File: config.mk
export PLATFORM = sky130hd
export DESIGN_NAME = button_counter_mux_display
export DESIGN_NICKNAME = d
export VERILOG_FILES = /design/src/rtl/bcmd_pkg.sv /design/src/rtl/button_counter_mux_display.sv
export SDC_FILE = /design/constraint.sdc
export NUM_CORES = 1
export LEC_CHECK = 0
export ABC_AREA = 0
export BUFFER_PORTS_ARGS = -buffer_cell sky130_fd_sc_hd__buf_2
export CAP_MARGIN = 20
export CORE_UTILIZATION = 55
export DETAILED_ROUTE_END_ITERATION = 12
export PLACE_DENSITY = 0.77
export RECOVER_POWER = 100
export REMOVE_ABC_BUFFERS = 1
export SLEW_MARGIN = 10
export SYNTH_ARGS = -nofsm -noshare
export SYNTH_HDL_FRONTEND = slang
export SYNTH_SLANG_ARGS = --single-unit
File: constraint.sdc
create_clock -name clock -period 5.5 [get_ports clock]
set_input_delay 1.65 -clock clock [delete_from_list [all_inputs] [get_ports clock]]
set_output_delay 1.65 -clock clock [all_outputs]
set_load 0.01 [all_outputs]
File: src/rtl/bcmd_pkg.sv
// ----------------------------------------------------------------------------
// Button counter display package
// Shared widths, reset constants, result type and the seven-segment decoder.
// ----------------------------------------------------------------------------
package bcmd_pkg;

   localparam int NUM_DIGITS_DEFAULT = 4;
   localparam int THRESHOLD_WIDTH = 16;
   localparam int HOLD_WIDTH = 17;
   localparam int BCD_WIDTH = 4;
   localparam int ENABLE_WIDTH = 4;
   localparam int SEG_WIDTH = 7;
   localparam int COUNT_WIDTH = 14;

   localparam logic [THRESHOLD_WIDTH-1:0] HOLD_THRESHOLD_RESET = 16'd50000;
   localparam logic [HOLD_WIDTH-1:0] HOLD_MAX = '1;
   localparam logic [BCD_WIDTH-1:0] BCD_NINE = 4'd9;

   localparam logic [SEG_WIDTH-1:0] SEG_0 = 7'b1111110;
   localparam logic [SEG_WIDTH-1:0] SEG_1 = 7'b0110000;
   localparam logic [SEG_WIDTH-1:0] SEG_2 = 7'b1101101;
   localparam logic [SEG_WIDTH-1:0] SEG_3 = 7'b1111001;
   localparam logic [SEG_WIDTH-1:0] SEG_4 = 7'b0110011;
   localparam logic [SEG_WIDTH-1:0] SEG_5 = 7'b1011011;
   localparam logic [SEG_WIDTH-1:0] SEG_6 = 7'b1011111;
   localparam logic [SEG_WIDTH-1:0] SEG_7 = 7'b1110000;
   localparam logic [SEG_WIDTH-1:0] SEG_8 = 7'b1111111;
   localparam logic [SEG_WIDTH-1:0] SEG_9 = 7'b1111011;
   localparam logic [SEG_WIDTH-1:0] SEG_OFF = 7'b0000000;

   typedef struct packed {
      logic [ENABLE_WIDTH-1:0] digit_enable_n;
      logic [SEG_WIDTH-1:0]    segments;
      logic [COUNT_WIDTH-1:0]  count_value;
   } rsp_type;

   function automatic logic [SEG_WIDTH-1:0] seg_decode(input logic [BCD_WIDTH-1:0] digit);
      logic [SEG_WIDTH-1:0] pattern;
      begin
         case (digit)
            4'd0: pattern = SEG_0;
            4'd1: pattern = SEG_1;
            4'd2: pattern = SEG_2;
            4'd3: pattern = SEG_3;
            4'd4: pattern = SEG_4;
            4'd5: pattern = SEG_5;
            4'd6: pattern = SEG_6;
            4'd7: pattern = SEG_7;
            4'd8: pattern = SEG_8;
            4'd9: pattern = SEG_9;
            default: pattern = SEG_OFF;
         endcase
         return pattern;
      end
   endfunction

endpackage

File: src/rtl/button_counter_mux_display.sv
// The result of an accepted transaction is registered before it reaches the rsp_ port.
// One transaction per cycle unless req_stall; all state updates in the accepting cycle.
// req_stall rises only while two results wait for the rsp_ side (output plus skid entry).
// Reset clears the counters, digit position, segment latch, and result valids, and
// loads the hold threshold with 50000. csr_ready is always high.
// ----------------------------------------------------------------------------
// Button counter with multiplexed seven-segment display
// Counts long button presses in decimal and scans the digits onto a display.
// ----------------------------------------------------------------------------
module button_counter_mux_display #(
   parameter int NUM_DIGITS = bcmd_pkg::NUM_DIGITS_DEFAULT
) (
   input  logic                                  clock,
   input  logic                                  reset,
   input  logic                                  req_valid,
   output logic                                  req_stall,
   input  logic                                  req_button_level,
   input  logic                                  req_scan_tick,
   output logic                                  rsp_valid,
   input  logic                                  rsp_stall,
   output logic [bcmd_pkg::ENABLE_WIDTH-1:0]     rsp_digit_enable_n,
   output logic [bcmd_pkg::SEG_WIDTH-1:0]        rsp_segments,
   output logic [bcmd_pkg::COUNT_WIDTH-1:0]      rsp_count_value,
   input  logic                                  csr_valid,
   output logic                                  csr_ready,
   input  logic [bcmd_pkg::THRESHOLD_WIDTH-1:0]  csr_hold_threshold
);
   import bcmd_pkg::*;

   localparam int POS_WIDTH = (NUM_DIGITS > 1) ? $clog2(NUM_DIGITS) : 1;
   localparam logic [POS_WIDTH-1:0] POS_LAST = POS_WIDTH'(NUM_DIGITS - 1);

   logic [THRESHOLD_WIDTH-1:0] threshold_ff;
   logic [HOLD_WIDTH-1:0]      hold_ff, hold_in, hold_inc;
   logic                       release_ff, release_in;
   logic [BCD_WIDTH-1:0]       digits_ff [NUM_DIGITS];
   logic [BCD_WIDTH-1:0]       digits_in [NUM_DIGITS];
   logic [NUM_DIGITS:0]        carry;
   logic [COUNT_WIDTH-1:0]     count_ff, count_in;
   logic [POS_WIDTH-1:0]       pos_ff, pos_in;
   logic [SEG_WIDTH-1:0]       seg_ff, seg_in;
   logic [ENABLE_WIDTH-1:0]    enable_n;
   logic                       bump;
   logic                       accept;
   logic                       out_take;
   rsp_type                    result;
   rsp_type                    out_ff, out_in;
   rsp_type                    skid_ff, skid_in;
   logic                       out_valid_ff, out_valid_in;
   logic                       skid_valid_ff, skid_valid_in;

   assign accept = req_valid && !skid_valid_ff;
   assign req_stall = skid_valid_ff;
   assign out_take = out_valid_ff && !rsp_stall;
   assign csr_ready = 1'b1;

   always_comb begin
      hold_in = hold_ff;
      release_in = release_ff;
      bump = 1'b0;
      hold_inc = (hold_ff == HOLD_MAX) ? hold_ff : hold_ff + 1'b1;
      if (release_ff) begin
         if (!req_button_level) begin
            release_in = 1'b0;
            hold_in = '0;
         end
      end else if (req_button_level) begin
         hold_in = hold_inc;
         if (hold_inc > {1'b0, threshold_ff}) begin
            bump = 1'b1;
            release_in = 1'b1;
         end
      end
   end

   always_comb begin
      carry[0] = bump;
      for (int i = 0; i < NUM_DIGITS; i++) begin
         if (carry[i]) begin
            digits_in[i] = (digits_ff[i] >= BCD_NINE) ? '0 : digits_ff[i] + 1'b1;
         end else begin
            digits_in[i] = digits_ff[i];
         end
         carry[i+1] = carry[i] && (digits_ff[i] >= BCD_NINE);
      end
   end

   always_comb begin
      count_in = count_ff;
      if (bump) begin
         count_in = carry[NUM_DIGITS] ? '0 : count_ff + 1'b1;
      end
   end

   always_comb begin
      pos_in = pos_ff;
      seg_in = seg_ff;
      if (req_scan_tick) begin
         pos_in = (pos_ff == POS_LAST) ? '0 : pos_ff + 1'b1;
         seg_in = seg_decode(digits_in[pos_in]);
      end
   end

   always_comb begin
      for (int b = 0; b < ENABLE_WIDTH; b++) begin
         enable_n[b] = (b < NUM_DIGITS) && (int'(pos_in) != b);
      end
   end

   assign result.digit_enable_n = enable_n;
   assign result.segments = seg_in;
   assign result.count_value = count_in;

   always_comb begin
      out_in = out_ff;
      out_valid_in = out_valid_ff;
      skid_in = skid_ff;
      skid_valid_in = skid_valid_ff;
      if (!out_valid_ff || out_take) begin
         if (skid_valid_ff) begin
            out_in = skid_ff;
            out_valid_in = 1'b1;
            skid_valid_in = 1'b0;
         end else begin
            out_in = result;
            out_valid_in = accept;
         end
      end else if (accept) begin
         skid_in = result;
         skid_valid_in = 1'b1;
      end
   end

   always_ff @(posedge clock) begin
      if (reset) begin
         threshold_ff <= HOLD_THRESHOLD_RESET;
         hold_ff <= '0;
         release_ff <= 1'b0;
         count_ff <= '0;
         pos_ff <= '0;
         seg_ff <= SEG_OFF;
         out_valid_ff <= 1'b0;
         skid_valid_ff <= 1'b0;
         for (int i = 0; i < NUM_DIGITS; i++) begin
            digits_ff[i] <= '0;
         end
      end else begin
         if (csr_valid && csr_ready) begin
            threshold_ff <= csr_hold_threshold;
         end
         if (accept) begin
            hold_ff <= hold_in;
            release_ff <= release_in;
            count_ff <= count_in;
            pos_ff <= pos_in;
            seg_ff <= seg_in;
            for (int i = 0; i < NUM_DIGITS; i++) begin
               digits_ff[i] <= digits_in[i];
            end
         end
         out_valid_ff <= out_valid_in;
         skid_valid_ff <= skid_valid_in;
      end
   end

   always_ff @(posedge clock) begin
      out_ff <= out_in;
      skid_ff <= skid_in;
   end

   assign rsp_valid = out_valid_ff;
   assign rsp_digit_enable_n = out_ff.digit_enable_n;
   assign rsp_segments = out_ff.segments;
   assign rsp_count_value = out_ff.count_value;

   // A waiting skid entry always sits behind a held output entry.
   assert property (@(posedge clock) disable iff (reset) skid_valid_ff |-> out_valid_ff)
      else $error("skid entry valid without output entry");

   // Entering the release wait always comes with a count change.
   assert property (@(posedge clock) disable iff (reset)
      $rose(release_ff) |-> (count_ff != $past(count_ff)))
      else $error("release wait entered without a count increment");

   // At most one digit is enabled at a time.
   assert property (@(posedge clock) disable iff (reset)
      rsp_valid |-> ($countones(~rsp_digit_enable_n) <= 1))
      else $error("more than one digit enabled");

endmodule

After elaboration in Yosys (flattened, before gate mapping)
Memories as Yosys holds them, arrays and structs flattened.
Index checks and enable logic that the tools add are counted.
{ "word_totals": {"inputBits": 23, "elab_cells": 92, "out_inout_bits": 28, "mem_bits_ro": 112, "regBits": 109, "mem_bits_rw": 16, "memories": 2} }
{ "mem_list": {"columns": ["name", "words", "width", "rd", "rd_clocked_by_memory_dff", "write_ports", "line_no", "text"], "rows": [
  ["(no name shown)", 16, 7, 1, 0, 0, "bcmd_pkg.sv:40", "case (digit)"],
  ["digits_ff", 4, 4, 4, 0, 4, "button_counter_mux_display.sv:36", "logic [BCD_WIDTH-1:0] digits_ff [NUM_DIGITS];"]
]} }
{ "op_classes": {"bitwise_logic": 6, "n_reduce_logical": 15, "eq_ne": 6, "mux": 36, "n_addsub": 7, "order_cmp": 6} }
{ "op_table": {"columns": ["op", "n"], "rows": [
  ["$mux W17", 4],
  ["$mux W4", 14],
  ["$mux W14", 2],
  ["$mux W25", 1],
  ["$add A17 B1 Y17 const B", 1],
  ["$eq A17 B17 Y1 const B", 1],
  ["$gt A17 B16 Y1", 1],
  ["$add A4 B1 Y4 const B", 4],
  ["$ge A4 B4 Y1 const B", 4],
  ["$add A14 B1 Y14 const B", 1],
  ["$mux W1", 11],
  ["$bmux W4 S2", 1],
  ["$mux W7", 1],
  ["$logic_and A1 B1 Y1", 6],
  ["$ne A2 B2 Y1 const B", 3],
  ["$mux W2", 2],
  ["$or A1 B1 Y1", 4],
  ["$reduce_bool A2 Y1", 2],
  ["$ge A3 B3 Y1 const B", 1],
  ["$logic_not A1 Y1", 3],
  ["$not A2 Y3", 1],
  ["$reduce_and A3 Y1", 1],
  ["$add A2 B1 Y2 const B", 1],
  ["$eq A2 B2 Y1 const B", 1],
  ["other kinds (5)", 5]
]} }

Longest topological paths before layout
Gate-level depths: netlist (run 1).
An unclocked memory read counts as a cell.
{ "depth": {"word_depth": 16, "ltp_mapped": 26} }

Least setup slack after synthesis (run 1)
OpenSTA, ideal clock, no wires.
{ "synth_path": {"kind": "reg2reg", "startpoint": "register hold_ff[0]", "endpoint": "register out_ff, in the netlist rsp_segments[5] (data pin)", "arrival_time_ps": 5038, "stages_incl_launch_ff": 24, "n_path_buf": 1, "synth_period_minus_slack_ps": 5299, "slack_ps": 201, "path_cell_list": "dfxtp_1 > ha_1 > nand2_1 > nor3_1 > nand3_1 > and4_1 > clkbuf_1 > and3_1 > nand3_1 > nor2_1 > xor2_1 > ha_1 > nand2_1 > nor4_4 > o2bb2ai_2 > a21oi_4 > o21ai_1 > mux2_2 > o221ai_2 > inv_1 > ha_1 > nor2b_1 > o22ai_1 > a221o_1"} }
{ "synth_between": {"elab_chain_cells": 16, "word_cells_on_any_way": 20, "classes_between": "add/sub: 1; order compare: 1; eq/ne: 1; mux: 13; reduce/logical: 3; memory: 1"} }
{ "synth_lines": {"columns": ["item", "line_no", "text"], "rows": [
  ["start, declared", "button_counter_mux_display.sv:34", "logic [HOLD_WIDTH-1:0] hold_ff, hold_in, hold_inc;"],
  ["start signal, assigned", "button_counter_mux_display.sv:152", "hold_ff <= hold_in;"],
  ["$add A17 B1 Y17 / $eq A17 B17 Y1 (equally long branches)", "button_counter_mux_display.sv:61", "hold_inc = (hold_ff == HOLD_MAX) ? hold_ff : hold_ff + 1'b1;"],
  ["$mux W17 (*)", "button_counter_mux_display.sv:61", null],
  ["$gt A17 B16 Y1 (*)", "button_counter_mux_display.sv:69", "if (hold_inc > {1'b0, threshold_ff}) begin"],
  ["$mux W1 (*)", "button_counter_mux_display.sv:69", null],
  ["$mux W1 (*)", "button_counter_mux_display.sv:67", "end else if (req_button_level) begin"],
  ["$mux W1 (*)", "button_counter_mux_display.sv:62", "if (release_ff) begin"],
  ["$logic_and A1 B1 Y1 (3 in a row)", "button_counter_mux_display.sv:84", "carry[i+1] = carry[i] && (digits_ff[i] >= BCD_NINE);"],
  ["$mux W4", "button_counter_mux_display.sv:79", "if (carry[i]) begin"],
  ["$bmux W4 S2 (*)", "button_counter_mux_display.sv:100", "seg_in = seg_decode(digits_in[pos_in]);"],
  ["$mux W4 (not written as such) (*) (2 in a row)", "button_counter_mux_display.sv:100", null],
  ["$mem_v2 Z16 W7 (*)", null, null],
  ["$mux W7 (*)", "button_counter_mux_display.sv:98", "if (req_scan_tick) begin"],
  ["$mux W25 (*)", "button_counter_mux_display.sv:120", "if (skid_valid_ff) begin"],
  ["end signal, assigned", "button_counter_mux_display.sv:167", "out_ff <= out_in;"],
  ["end, declared", "button_counter_mux_display.sv:47", "rsp_type out_ff, out_in;"]
]} }
Mark *: on every way between the ends. The rest lies on a longest branch, timed or not. The select of a mux whose other input is x is not followed.
A chain may end at the register's enable or synchronous reset.

Worst setup path in the final report (run 1)
Same ends and word-level chain as after synthesis.

==> metrics.cfg, run 1 <==
[status]
outcome = completed

[power_and_ir_drop]
seq_power_share = 0.444
power.density_nw_per_um2 = 301
p_int_uw = 1770
irDropWorstVdd_mv = 0.153
p_total_uw = 2400
clock_power_share = 0.432
sw_frac_of_total = 0.264
p_switching_uw = 633
power_frac_comb = 0.124
leakagePower_uw = 0.00301

[detailed_routing]
drc_errors = 0
routedWlPerCell_um = 16.4
drtPass1Iterations = 5
drt-vias-per-instance = 5.82
drt_iter0_markers = 422
dr_total_vias = 5629
wl_um = 15900
ant_nets = 0

[cells_and_area]
antenna_cells = 0
finalInstanceArea_um2 = 7980
final-instance-count-excl-fill = 968
mostFrequentLayoutCells = nor2_1, nand2_1, edfxtp_1, dfxtp_1, a21oi_1
area_delta_synth_final_pct = 14.1
drive_gt1_frac = 0.135
nets = 847
final_common_cell = nor2_1
fill_cells = 1004

[timing]
maxSlewViolCount = 0
relSlewSlack = 0.00807
holdWs_ns = 0.468
hold_viol_final = 0
tightest_slew_ns = 1.49
fin_crit_sh = 0.958
fin_ws_ns = 0.233
skew_ns = 0.00758
fmax_ghz = 0.190
layout_min_cycle_time_ns = 5.27
setup_violations = 0

[global_routing]
grt_overflow = 0
grt_pass1_vias = 5392
antenna_found_initial = 0
grt_max_degree = 50
grtUsageTotal = 0.251
grt_pass1_wl_um = 25800

[logic_synthesis]
ys_ff_latch = 125
synth.distinct_cells = 77
syn_inst = 744
synthArstFlopShare = 0
netlist_area_um2 = 6990
synth_flop_cell = edfxtp_1
synth_warnings = 0
synth_edf_count = 66
synth.avg_cell_area_um2 = 9.39
seq_area_frac_synth = 0.453

[place]
io_buffers = 49
gp_congestion = 0.909
place_inst = 930
pre_cts_ws_ns = 0.0861
placed_area_um2 = 7360
hpwl_um = 10600

[min_path]
hold_path_class = reg -> reg
holdPathStages = 2

[setup_path]
r2r_cells = 24
critical_path_class = reg -> reg
cp_data_required_time_ns = 5.67
startpoint_type = register
critPathMaxStageDelay_ns = 0.38
path_cells = ha_2 > nand2_1 > nor3_2 > nand3_1 > buf_4 > nand2_1 > nor2_1 > and3_1 > nand3_1 > xnor2_1 > ha_1 > nand4_2 > nor4_4 > buf_4 > o22ai_4 > a21o_4 > a21boi_4 > mux2_2 > a22oi_2 > nand3_2 > ha_1 > nor2b_1 > o22ai_1 > a221o_1
critical_path_buf_inv_count = 2
critical_path_arrival_ns = 5.43
path_depth = 24
cp_slowest_cell = mux2_2
cp-end-kind = register
worstPathMaxFanout = 6
critical_path.top_delay_family = simple AND/OR/NAND/NOR gates

[floorplanning]
initial_core_util = 0.572
chipHeight_um = 115
dieArea_um2 = 13200
io_pins = 51
fp.coreArea_um2 = 12200
num_rows = 40
die_w_um = 115

[clock_network]
tritoncts = yes
cts_max_level = 4
clkLatencyLatePin_ns = 0.42
clk_pin_slew_worst_paths_ns = 0.06
postCtsHoldBufs = 0
root_buffer = clkbuf_16
cts_made_buffers = 17
clock-sinks = 125
ctsLongestPathBuffers = 2

[flow_run]
drv_cap = 0

## worst reg2reg max path: cells and delay by family, from the launching register on
| family | cells | cell delay [ns] |
|---|---|---|
| AND/OR/NAND/NOR | 11 | 1.65 |
| AO/OA/AOI/OAI | 6 | 1.30 |
| adder cells (fa/ha/maj) | 3 | 0.87 |
| multiplexers | 1 | 0.38 |
| flip-flops | 1 | 0.36 |
| buffers and inverters | 2 | 0.36 |
| XOR/XNOR | 1 | 0.09 |
## flip-flops by register name, summed over array words and instances (netlist names), 2 cells and up
name,cells
digits_ff,16
rsp_count_value,14
pos_ff,2
threshold_ff,16
skid_ff,25
hold_ff,17
count_ff,14
rsp_segments,7
rsp_digit_enable_n,4
seg_ff,7
## stage by stage
step / utilization / TNS (ns)
2_1_floorplan: - / 0
3_3_place_gp: 0.603 / 0
3_5_place_dp: 0.603 / 0
4_1_cts: 0.648 / 0
5_1_grt: 0.653 / -0.138
6_report: 0.653 / 0
## per-layer routing
metal	up-vias	global-route usage	wire length [µm]
met5	-	0	0
met4	0	0.104	261
met3	26	0.0517	930
met2	189	0.421	7710
met1	2664	0.317	6970
li1	2750	-	-
## cells by family after synthesis
group / synth area share
other: 0.000537
multiplexers: 0.0439
adder cells (fa/ha/maj): 0.0662
AO/OA/AOI/OAI: 0.170
buffers and inverters: 0.0449
XOR/XNOR: 0.0351
flip-flops: 0.453
AND/OR/NAND/NOR: 0.187
## cells in the mapped netlist, types with 4 or more instances
cell type | instances | share of area
nor2b_1 | 11 | 0.0098
nand4_1 | 10 | 0.0090
nor3_1 | 14 | 0.010
o21ai_1 | 6 | 0.0043
buf_1 | 4 | 0.0021
or3_1 | 4 | 0.0036
o211ai_1 | 8 | 0.0086
o21ai_0 | 28 | 0.020
a211oi_1 | 8 | 0.0086
o31ai_1 | 18 | 0.019
a21oi_1 | 38 | 0.027
nand3_1 | 14 | 0.010
edfxtp_1 | 66 | 0.28
xnor2_1 | 15 | 0.019
and3_1 | 9 | 0.0081
inv_1 | 33 | 0.018
and2_1 | 5 | 0.0045
a22oi_1 | 12 | 0.013
a31oi_1 | 9 | 0.0081
mux2i_1 | 16 | 0.023
nand2_1 | 84 | 0.045
clkbuf_1 | 36 | 0.019
nand2b_1 | 10 | 0.0090
dfxtp_1 | 59 | 0.17
nor3b_1 | 6 | 0.0064
xor2_1 | 13 | 0.016
mux2_2 | 12 | 0.019
nor2_1 | 99 | 0.053
ha_1 | 37 | 0.066
## timing repair
action                     in CTS  in global routing
setup buffers                   0                  5
setup endpoints to repair       0                 21
gates resized for setup         0                 18
## final timing paths
path	slack, ns	start	to
hold reg to reg	0.47	seg_ff[2]	seg_ff[2]
setup reg to reg	0.23	hold_ff[0]	rsp_segments[5]
hold / removal	0.47	seg_ff[2]	seg_ff[2]
setup / recovery	0.23	hold_ff[0]	rsp_segments[5]
## area by class of cell
| cell class | instances | area (µm²) | area share |
|---|---|---|---|
| clock buffers | 18 | 429 | 0.0538 |
| multi-input cells | 541 | 3580 | 0.449 |
| inverters | 33 | 124 | 0.0155 |
| repair buffers | 69 | 342 | 0.0428 |
| clock inverters | 14 | 120 | 0.0151 |
| flip-flops and latches | 125 | 3170 | 0.397 |
| well taps | 168 | 210 | 0.0264 |
## power by group through the flow
stage	logic [µW]	registers [µW]	clock network (µW)
global route	329	1070	1080
finish	297	1070	1040
detailed placement	288	1080	0
global placement	278	1080	0
CTS	291	1060	1040
floorplan	180	1090	0
(Power assumes the default switching activity.)
==> inputs of run 2 (changes only) <==
--- a/config.mk
+++ b/config.mk
@@ -8,9 +8,9 @@
 export ABC_AREA = 0
 export BUFFER_PORTS_ARGS = -buffer_cell sky130_fd_sc_hd__buf_2
 export CAP_MARGIN = 20
-export CORE_UTILIZATION = 55
+export CORE_UTILIZATION = 60
 export DETAILED_ROUTE_END_ITERATION = 12
-export PLACE_DENSITY = 0.77
+export PLACE_DENSITY = 0.79
 export RECOVER_POWER = 100
 export REMOVE_ABC_BUFFERS = 1
 export SLEW_MARGIN = 10
==> constraint.sdc (replaced) <==
create_clock -name clock -period 5.57 [get_ports clock]
set_input_delay 1.671 -clock clock [delete_from_list [all_inputs] [get_ports clock]]
set_output_delay 1.671 -clock clock [all_outputs]
set_load 0.01 [all_outputs]
==> metrics.cfg, run 2 (same netlist as run 1, synthesis figures left out) <==
[setup_path]
timing.rr.end = rsp_segments[2]
cp_slowest_cell = a32oi_2
cp_data_required_time_ns = 5.74
cpMostUsedCell = buf_4
critical_path_class = reg -> reg
critPathMaxStageDelay_ns = 0.53
critical_path_buf_inv_count = 3
rrSetupSlack_ns = 0.28
path_cells = ha_2 > nand2_1 > nor3_2 > nand3_1 > buf_4 > nand2_1 > nor2_1 > and3_1 > nand3_1 > xnor2_1 > ha_1 > a21oi_1 > o21ai_1 > a32oi_2 > a21o_4 > a21oi_2 > buf_4 > mux2_1 > o221ai_2 > buf_4 > ha_1 > and2_4 > o31a_1 > a221o_1
critical_path_arrival_ns = 5.46
rr_startpoint = hold_ff[1]
cp-end-kind = register
critical_path.top_delay_family = compound AO/OA/AOI/OAI gates
worstPathMaxFanout = 13
startpoint_type = register
r2r_cells = 24

[min_path]
min_from = seg_ff[2]
holdPathStages = 2
hold_path_class = reg -> reg
hold_path_end = seg_ff[2]

[global_routing]
grt_util_met3 = 0.0528
met1_usage = 0.364
grt_overflow = 0
grtUsageTotal = 0.280
grt_max_degree = 50
use_met2 = 0.460
antenna_found_initial = 1
grt_busiest_layer = met2
grt_pass1_wl_um = 25800
grt_pass1_vias = 5195

[place]
placed_area_um2 = 7350
pre_cts_ws_ns = 0.133
gp_congestion = 0.889
hpwl_um = 10700
io_buffers = 49
place_inst = 907

[floorplanning]
fp.coreArea_um2 = 11400
initial_core_util = 0.615
num_rows = 39
dieArea_um2 = 12100
chipHeight_um = 110
die_w_um = 110
io_pins = 51

[timing]
maxSlewViolCount = 79
rsz0062_at_grt = yes
hold_viol_final = 0
setup_violations = 0
fin_crit_sh = 0.950
layout_min_cycle_time_ns = 5.29
skew_ns = 0.00578
fin_ws_ns = 0.278
relSlewSlack = -0.602
tightest_slew_ns = 2.40
fmax_ghz = 0.189

[detailed_routing]
routedWlPerCell_um = 17.2
dr_total_vias = 5700
ant_nets = 0
drt-vias-per-instance = 6.03
drtPass1Iterations = 5
drt_iter0_markers = 439
wl_um = 16300
drc_errors = 0

[cells_and_area]
multi_input_area_um2 = 3580
top_register = skid_ff
mostFrequentLayoutCells = nor2_1, nand2_1, edfxtp_1, dfxtp_1, a21oi_1
drive_gt1_frac = 0.143
seq_area_um2 = 3170
antenna_cells = 0
largest_reg_flops = 25
nets = 849
final_common_cell = nor2_1
final-instance-count-excl-fill = 945
fill_cells = 847
finalInstanceArea_um2 = 7990
area_delta_synth_final_pct = 14.2
top_regs = skid_ff (25), hold_ff (17)

[status]
outcome = finished with violations
failed_checks = capacitance limit, slew limit

[clock_network]
clock-sinks = 125
root_buffer = clkbuf_16
clkLatencyLatePin_ns = 0.42
cts_made_buffers = 17
ctsLongestPathBuffers = 2
clk_pin_slew_worst_paths_ns = 0.05
cts_max_level = 4
tritoncts = yes

[power_and_ir_drop]
irDropWorstVdd_mv = 0.283
leakagePower_uw = 0.00307
power.density_nw_per_um2 = 303

[flow_run]
drv_cap = 2

run 2: cell count changes in the layout (fill, tap and decap cells not counted), sizes merged:
cell and delta:
clkinvlp -2, inv -1, clkinv -2, buf +7
clkbuf -1, bufinv +1
run 2: report_power, final:
group,total (µW),internal [µW],switching (µW)
sequential,1050,1030,25.7
combinational,292,107,185
clock,1070,669,406
total,2420,1800,617
run 2: worst min-delay path, cell delays in order, from the launching register on:
cell     delay, ns
dfxtp_1       0.31
nand2_1       0.06
a21oi_1       0.05
run 2: final cells by class:
type / instances / share of cell area
multi-input cells: 541 / 0.448
well taps: 143 / 0.0224
flip-flops and latches: 125 / 0.397
repair buffers: 71 / 0.0458
clock inverters: 10 / 0.0144
inverters: 33 / 0.0155
clock buffers: 22 / 0.0569
run 2: repair_timing:
action	in CTS	in global routing
setup buffers	0	5
endpoints found under the setup margin	0	21
gates resized for setup	0	17
hold buffers	0	0
run 2: worst max-delay path by stage:
stage                           start              end  slack (ns)  cells after the start
after floorplan            hold_ff[0]  rsp_segments[5]        0.15                     22
after global placement    hold_ff[11]  rsp_segments[2]        0.28                     22
after detailed placement   hold_ff[6]  rsp_segments[5]        0.13                     22
after CTS                  hold_ff[6]  rsp_segments[2]        0.05                     22
after global routing       hold_ff[1]  rsp_segments[5]       -0.05                     24
final                      hold_ff[1]  rsp_segments[2]        0.28                     24
run 2: layer usage:
metal / routed length [µm] / share of wire
met1: 7060 / 0.43
met2: 8020 / 0.49
met3: 903 / 0.055
met4: 287 / 0.018
met5: 10 / 0.00061
run 2: through the flow:
stage / utilization / total power [µW] / TNS, ns / hold slack (ns)
2_1_floorplan: - / 1260 / 0 / 0.436
5_1_grt: 0.702 / 2510 / -0.191 / 0.488
4_1_cts: 0.696 / 2420 / 0 / 0.473
3_5_place_dp: 0.646 / 1360 / 0 / 0.466
3_3_place_gp: 0.646 / 1340 / 0 / 0.456
6_report: 0.702 / 2420 / 0 / 0.471
==> inputs of run 3 (changes only) <==
--- a/config.mk
+++ b/config.mk
@@ -6,7 +6,7 @@
 export NUM_CORES = 1
 export LEC_CHECK = 0
 export ABC_AREA = 0
-export BUFFER_PORTS_ARGS = -buffer_cell sky130_fd_sc_hd__buf_2
+export BUFFER_PORTS_ARGS = -buffer_cell sky130_fd_sc_hd__clkbuf_2
 export CAP_MARGIN = 20
 export CORE_UTILIZATION = 60
 export DETAILED_ROUTE_END_ITERATION = 12
==> metrics.cfg, run 3 (same netlist as run 1, synthesis figures left out) <==
[clock_network]
cts_made_buffers = 17
clock-sinks = 125
clkLatencyLatePin_ns = 0.43
postCtsHoldBufs = 0
tritoncts = yes
clk_pin_slew_worst_paths_ns = 0.06
cts_max_level = 4
ctsLongestPathBuffers = 2
root_buffer = clkbuf_16

[timing]
setup_violations = 0
maxSlewViolCount = 79
fmax_ghz = 0.189
tightest_slew_ns = 2.46
skew_ns = 0.00645
hold_viol_final = 0
relSlewSlack = -0.641
fin_tns_setup_ns = 0
fin_crit_sh = 0.948
layout_min_cycle_time_ns = 5.28

[cells_and_area]
nets = 845
drive_gt1_frac = 0.133
top_regs = skid_ff (25), hold_ff (17)
largest_reg_flops = 25
antenna_cells = 0
final-instance-count-excl-fill = 940
mostFrequentLayoutCells = nor2_1, nand2_1, edfxtp_1, dfxtp_1, a21oi_1
final_common_cell = nor2_1
top_register = skid_ff
area_delta_synth_final_pct = 14.8

[detailed_routing]
routedWlPerCell_um = 17.3
drt-vias-per-instance = 6.03
drtPass1Iterations = 5
dr_total_vias = 5667
drt_iter0_markers = 429
drc_errors = 0
ant_nets = 0
wl_um = 16200

[setup_path]
r2r_cells = 22
rrSetupSlack_ns = 0.29
critical_path_arrival_ns = 5.46
critical_path.top_delay_family = simple AND/OR/NAND/NOR gates
cpMostUsedCell = nand3_1
cp-end-kind = register
path_cells = nand3_1 > nor3_4 > nand3_1 > buf_4 > nand2_1 > nor2_1 > and3_1 > nand3_1 > xnor2_1 > ha_1 > nand2_1 > nor4_4 > o22ai_4 > a21o_4 > a21boi_4 > mux2_2 > a22oi_1 > nand3_1 > ha_1 > nor2b_1 > o22ai_1 > a221o_1
timing.rr.end = rsp_segments[5]
cp_slowest_cell = dfxtp_1
cp_data_required_time_ns = 5.75
critical_path_buf_inv_count = 1
critPathMaxStageDelay_ns = 0.42
startpoint_type = register
rr_startpoint = hold_ff[6]
critical_path_class = reg -> reg
worstPathMaxFanout = 6

[flow_run]
drv_cap = 2

[floorplanning]
die_w_um = 110
initial_core_util = 0.615
num_rows = 39
fp.coreArea_um2 = 11400
chipHeight_um = 110
io_pins = 51
dieArea_um2 = 12100

[global_routing]
grt_pass1_vias = 5317
grt_max_degree = 50
grtUsageTotal = 0.284
antenna_found_initial = 0
grt_pass1_wl_um = 26000
grt_overflow = 0

[min_path]
holdPathStages = 2
hold_path_class = reg -> reg
hold_path_end = count_ff[13]
min_from = count_ff[13]

[place]
place_inst = 906
gp_congestion = 0.887
io_buffers = 49
hpwl_um = 10700

[power_and_ir_drop]
sw_frac_of_total = 0.242
p_total_uw = 2550
irDropWorstVdd_mv = 0.357
power.density_nw_per_um2 = 318
power_frac_comb = 0.113
leakagePower_uw = 0.00309
p_int_uw = 1930
clock_power_share = 0.472
p_switching_uw = 617
seq_power_share = 0.415

[status]
outcome = finished with violations
failed_checks = capacitance limit, slew limit

[run 3: cell count changes in the layout (fill, tap and decap cells not counted), moves of 2 or more]
cell        delta
clkinv_4       +2
buf_2         -22
buf_4          -5
dfxtp_2        -2
bufinv_16      +2
clkinv_2       -2
o21ai_1        -2
clkbuf_2      +19
clkinvlp_4     -2
dfxtp_1        +2
[run 3: final cells by class]
type | instances | area (µm²)
fillers | 852 | 3350
well taps | 143 | 179
inverters | 33 | 124
repair buffers | 67 | 335
clock buffers | 22 | 485
flip-flops and latches | 125 | 3160
clock inverters | 9 | 159
multi-input cells | 541 | 3580
[run 3: metal layers]
| metal | share of wire | global-route usage |
|---|---|---|
| met5 | 0 | 0 |
| met4 | 0.018 | 0.123 |
| met3 | 0.051 | 0.0599 |
| met2 | 0.50 | 0.462 |
| met1 | 0.44 | 0.365 |
[run 3: what timing repair did]
| item | CTS | global route |
|---|---|---|
| endpoints found under the setup margin | 0 | 21 |
| gates resized for setup | 0 | 13 |
| setup buffers | 0 | 3 |
[run 3: stage by stage]
stage | setup slack, ns | area, µm² | hold WS (ns) | utilization
2_1_floorplan | 0.153 | 6800 | 0.436 | -
3_3_place_gp | 0.312 | 7340 | 0.454 | 0.645
3_5_place_dp | 0.159 | 7340 | 0.476 | 0.645
4_1_cts | 0.0874 | 7980 | 0.476 | 0.702
5_1_grt | -0.00516 | 8020 | 0.491 | 0.706
6_report | 0.292 | 8020 | 0.474 | 0.706
[run 3: how the worst max path moves through the flow]
stage	start	endpoint	slack [ns]	depth (start not counted)
6_report	hold_ff[6]	rsp_segments[5]	0.29	22
2_1_floorplan	hold_ff[0]	rsp_segments[5]	0.15	22
3_3_place_gp	hold_ff[11]	rsp_segments[5]	0.31	21
3_5_place_dp	hold_ff[6]	rsp_segments[5]	0.16	21
5_1_grt	hold_ff[0]	rsp_segments[5]	-0.005	23
4_1_cts	hold_ff[11]	rsp_segments[2]	0.09	21
[run 3: tightest hold or removal path, stage by stage (launching register included)]
cell and delay [ns]:
dfxtp_1 0.31, nand2_1 0.05, a21oi_1 0.06
[run 3: power by group through the flow]
stage                     Combinational, µW  Sequential [µW]  Clock, µW
after global routing                    321             1060       1250
after global placement                  275             1070          0
final                                   288             1060       1200
after floorplan                         177             1080          0
after CTS                               290             1060       1210
after detailed placement                286             1070          0
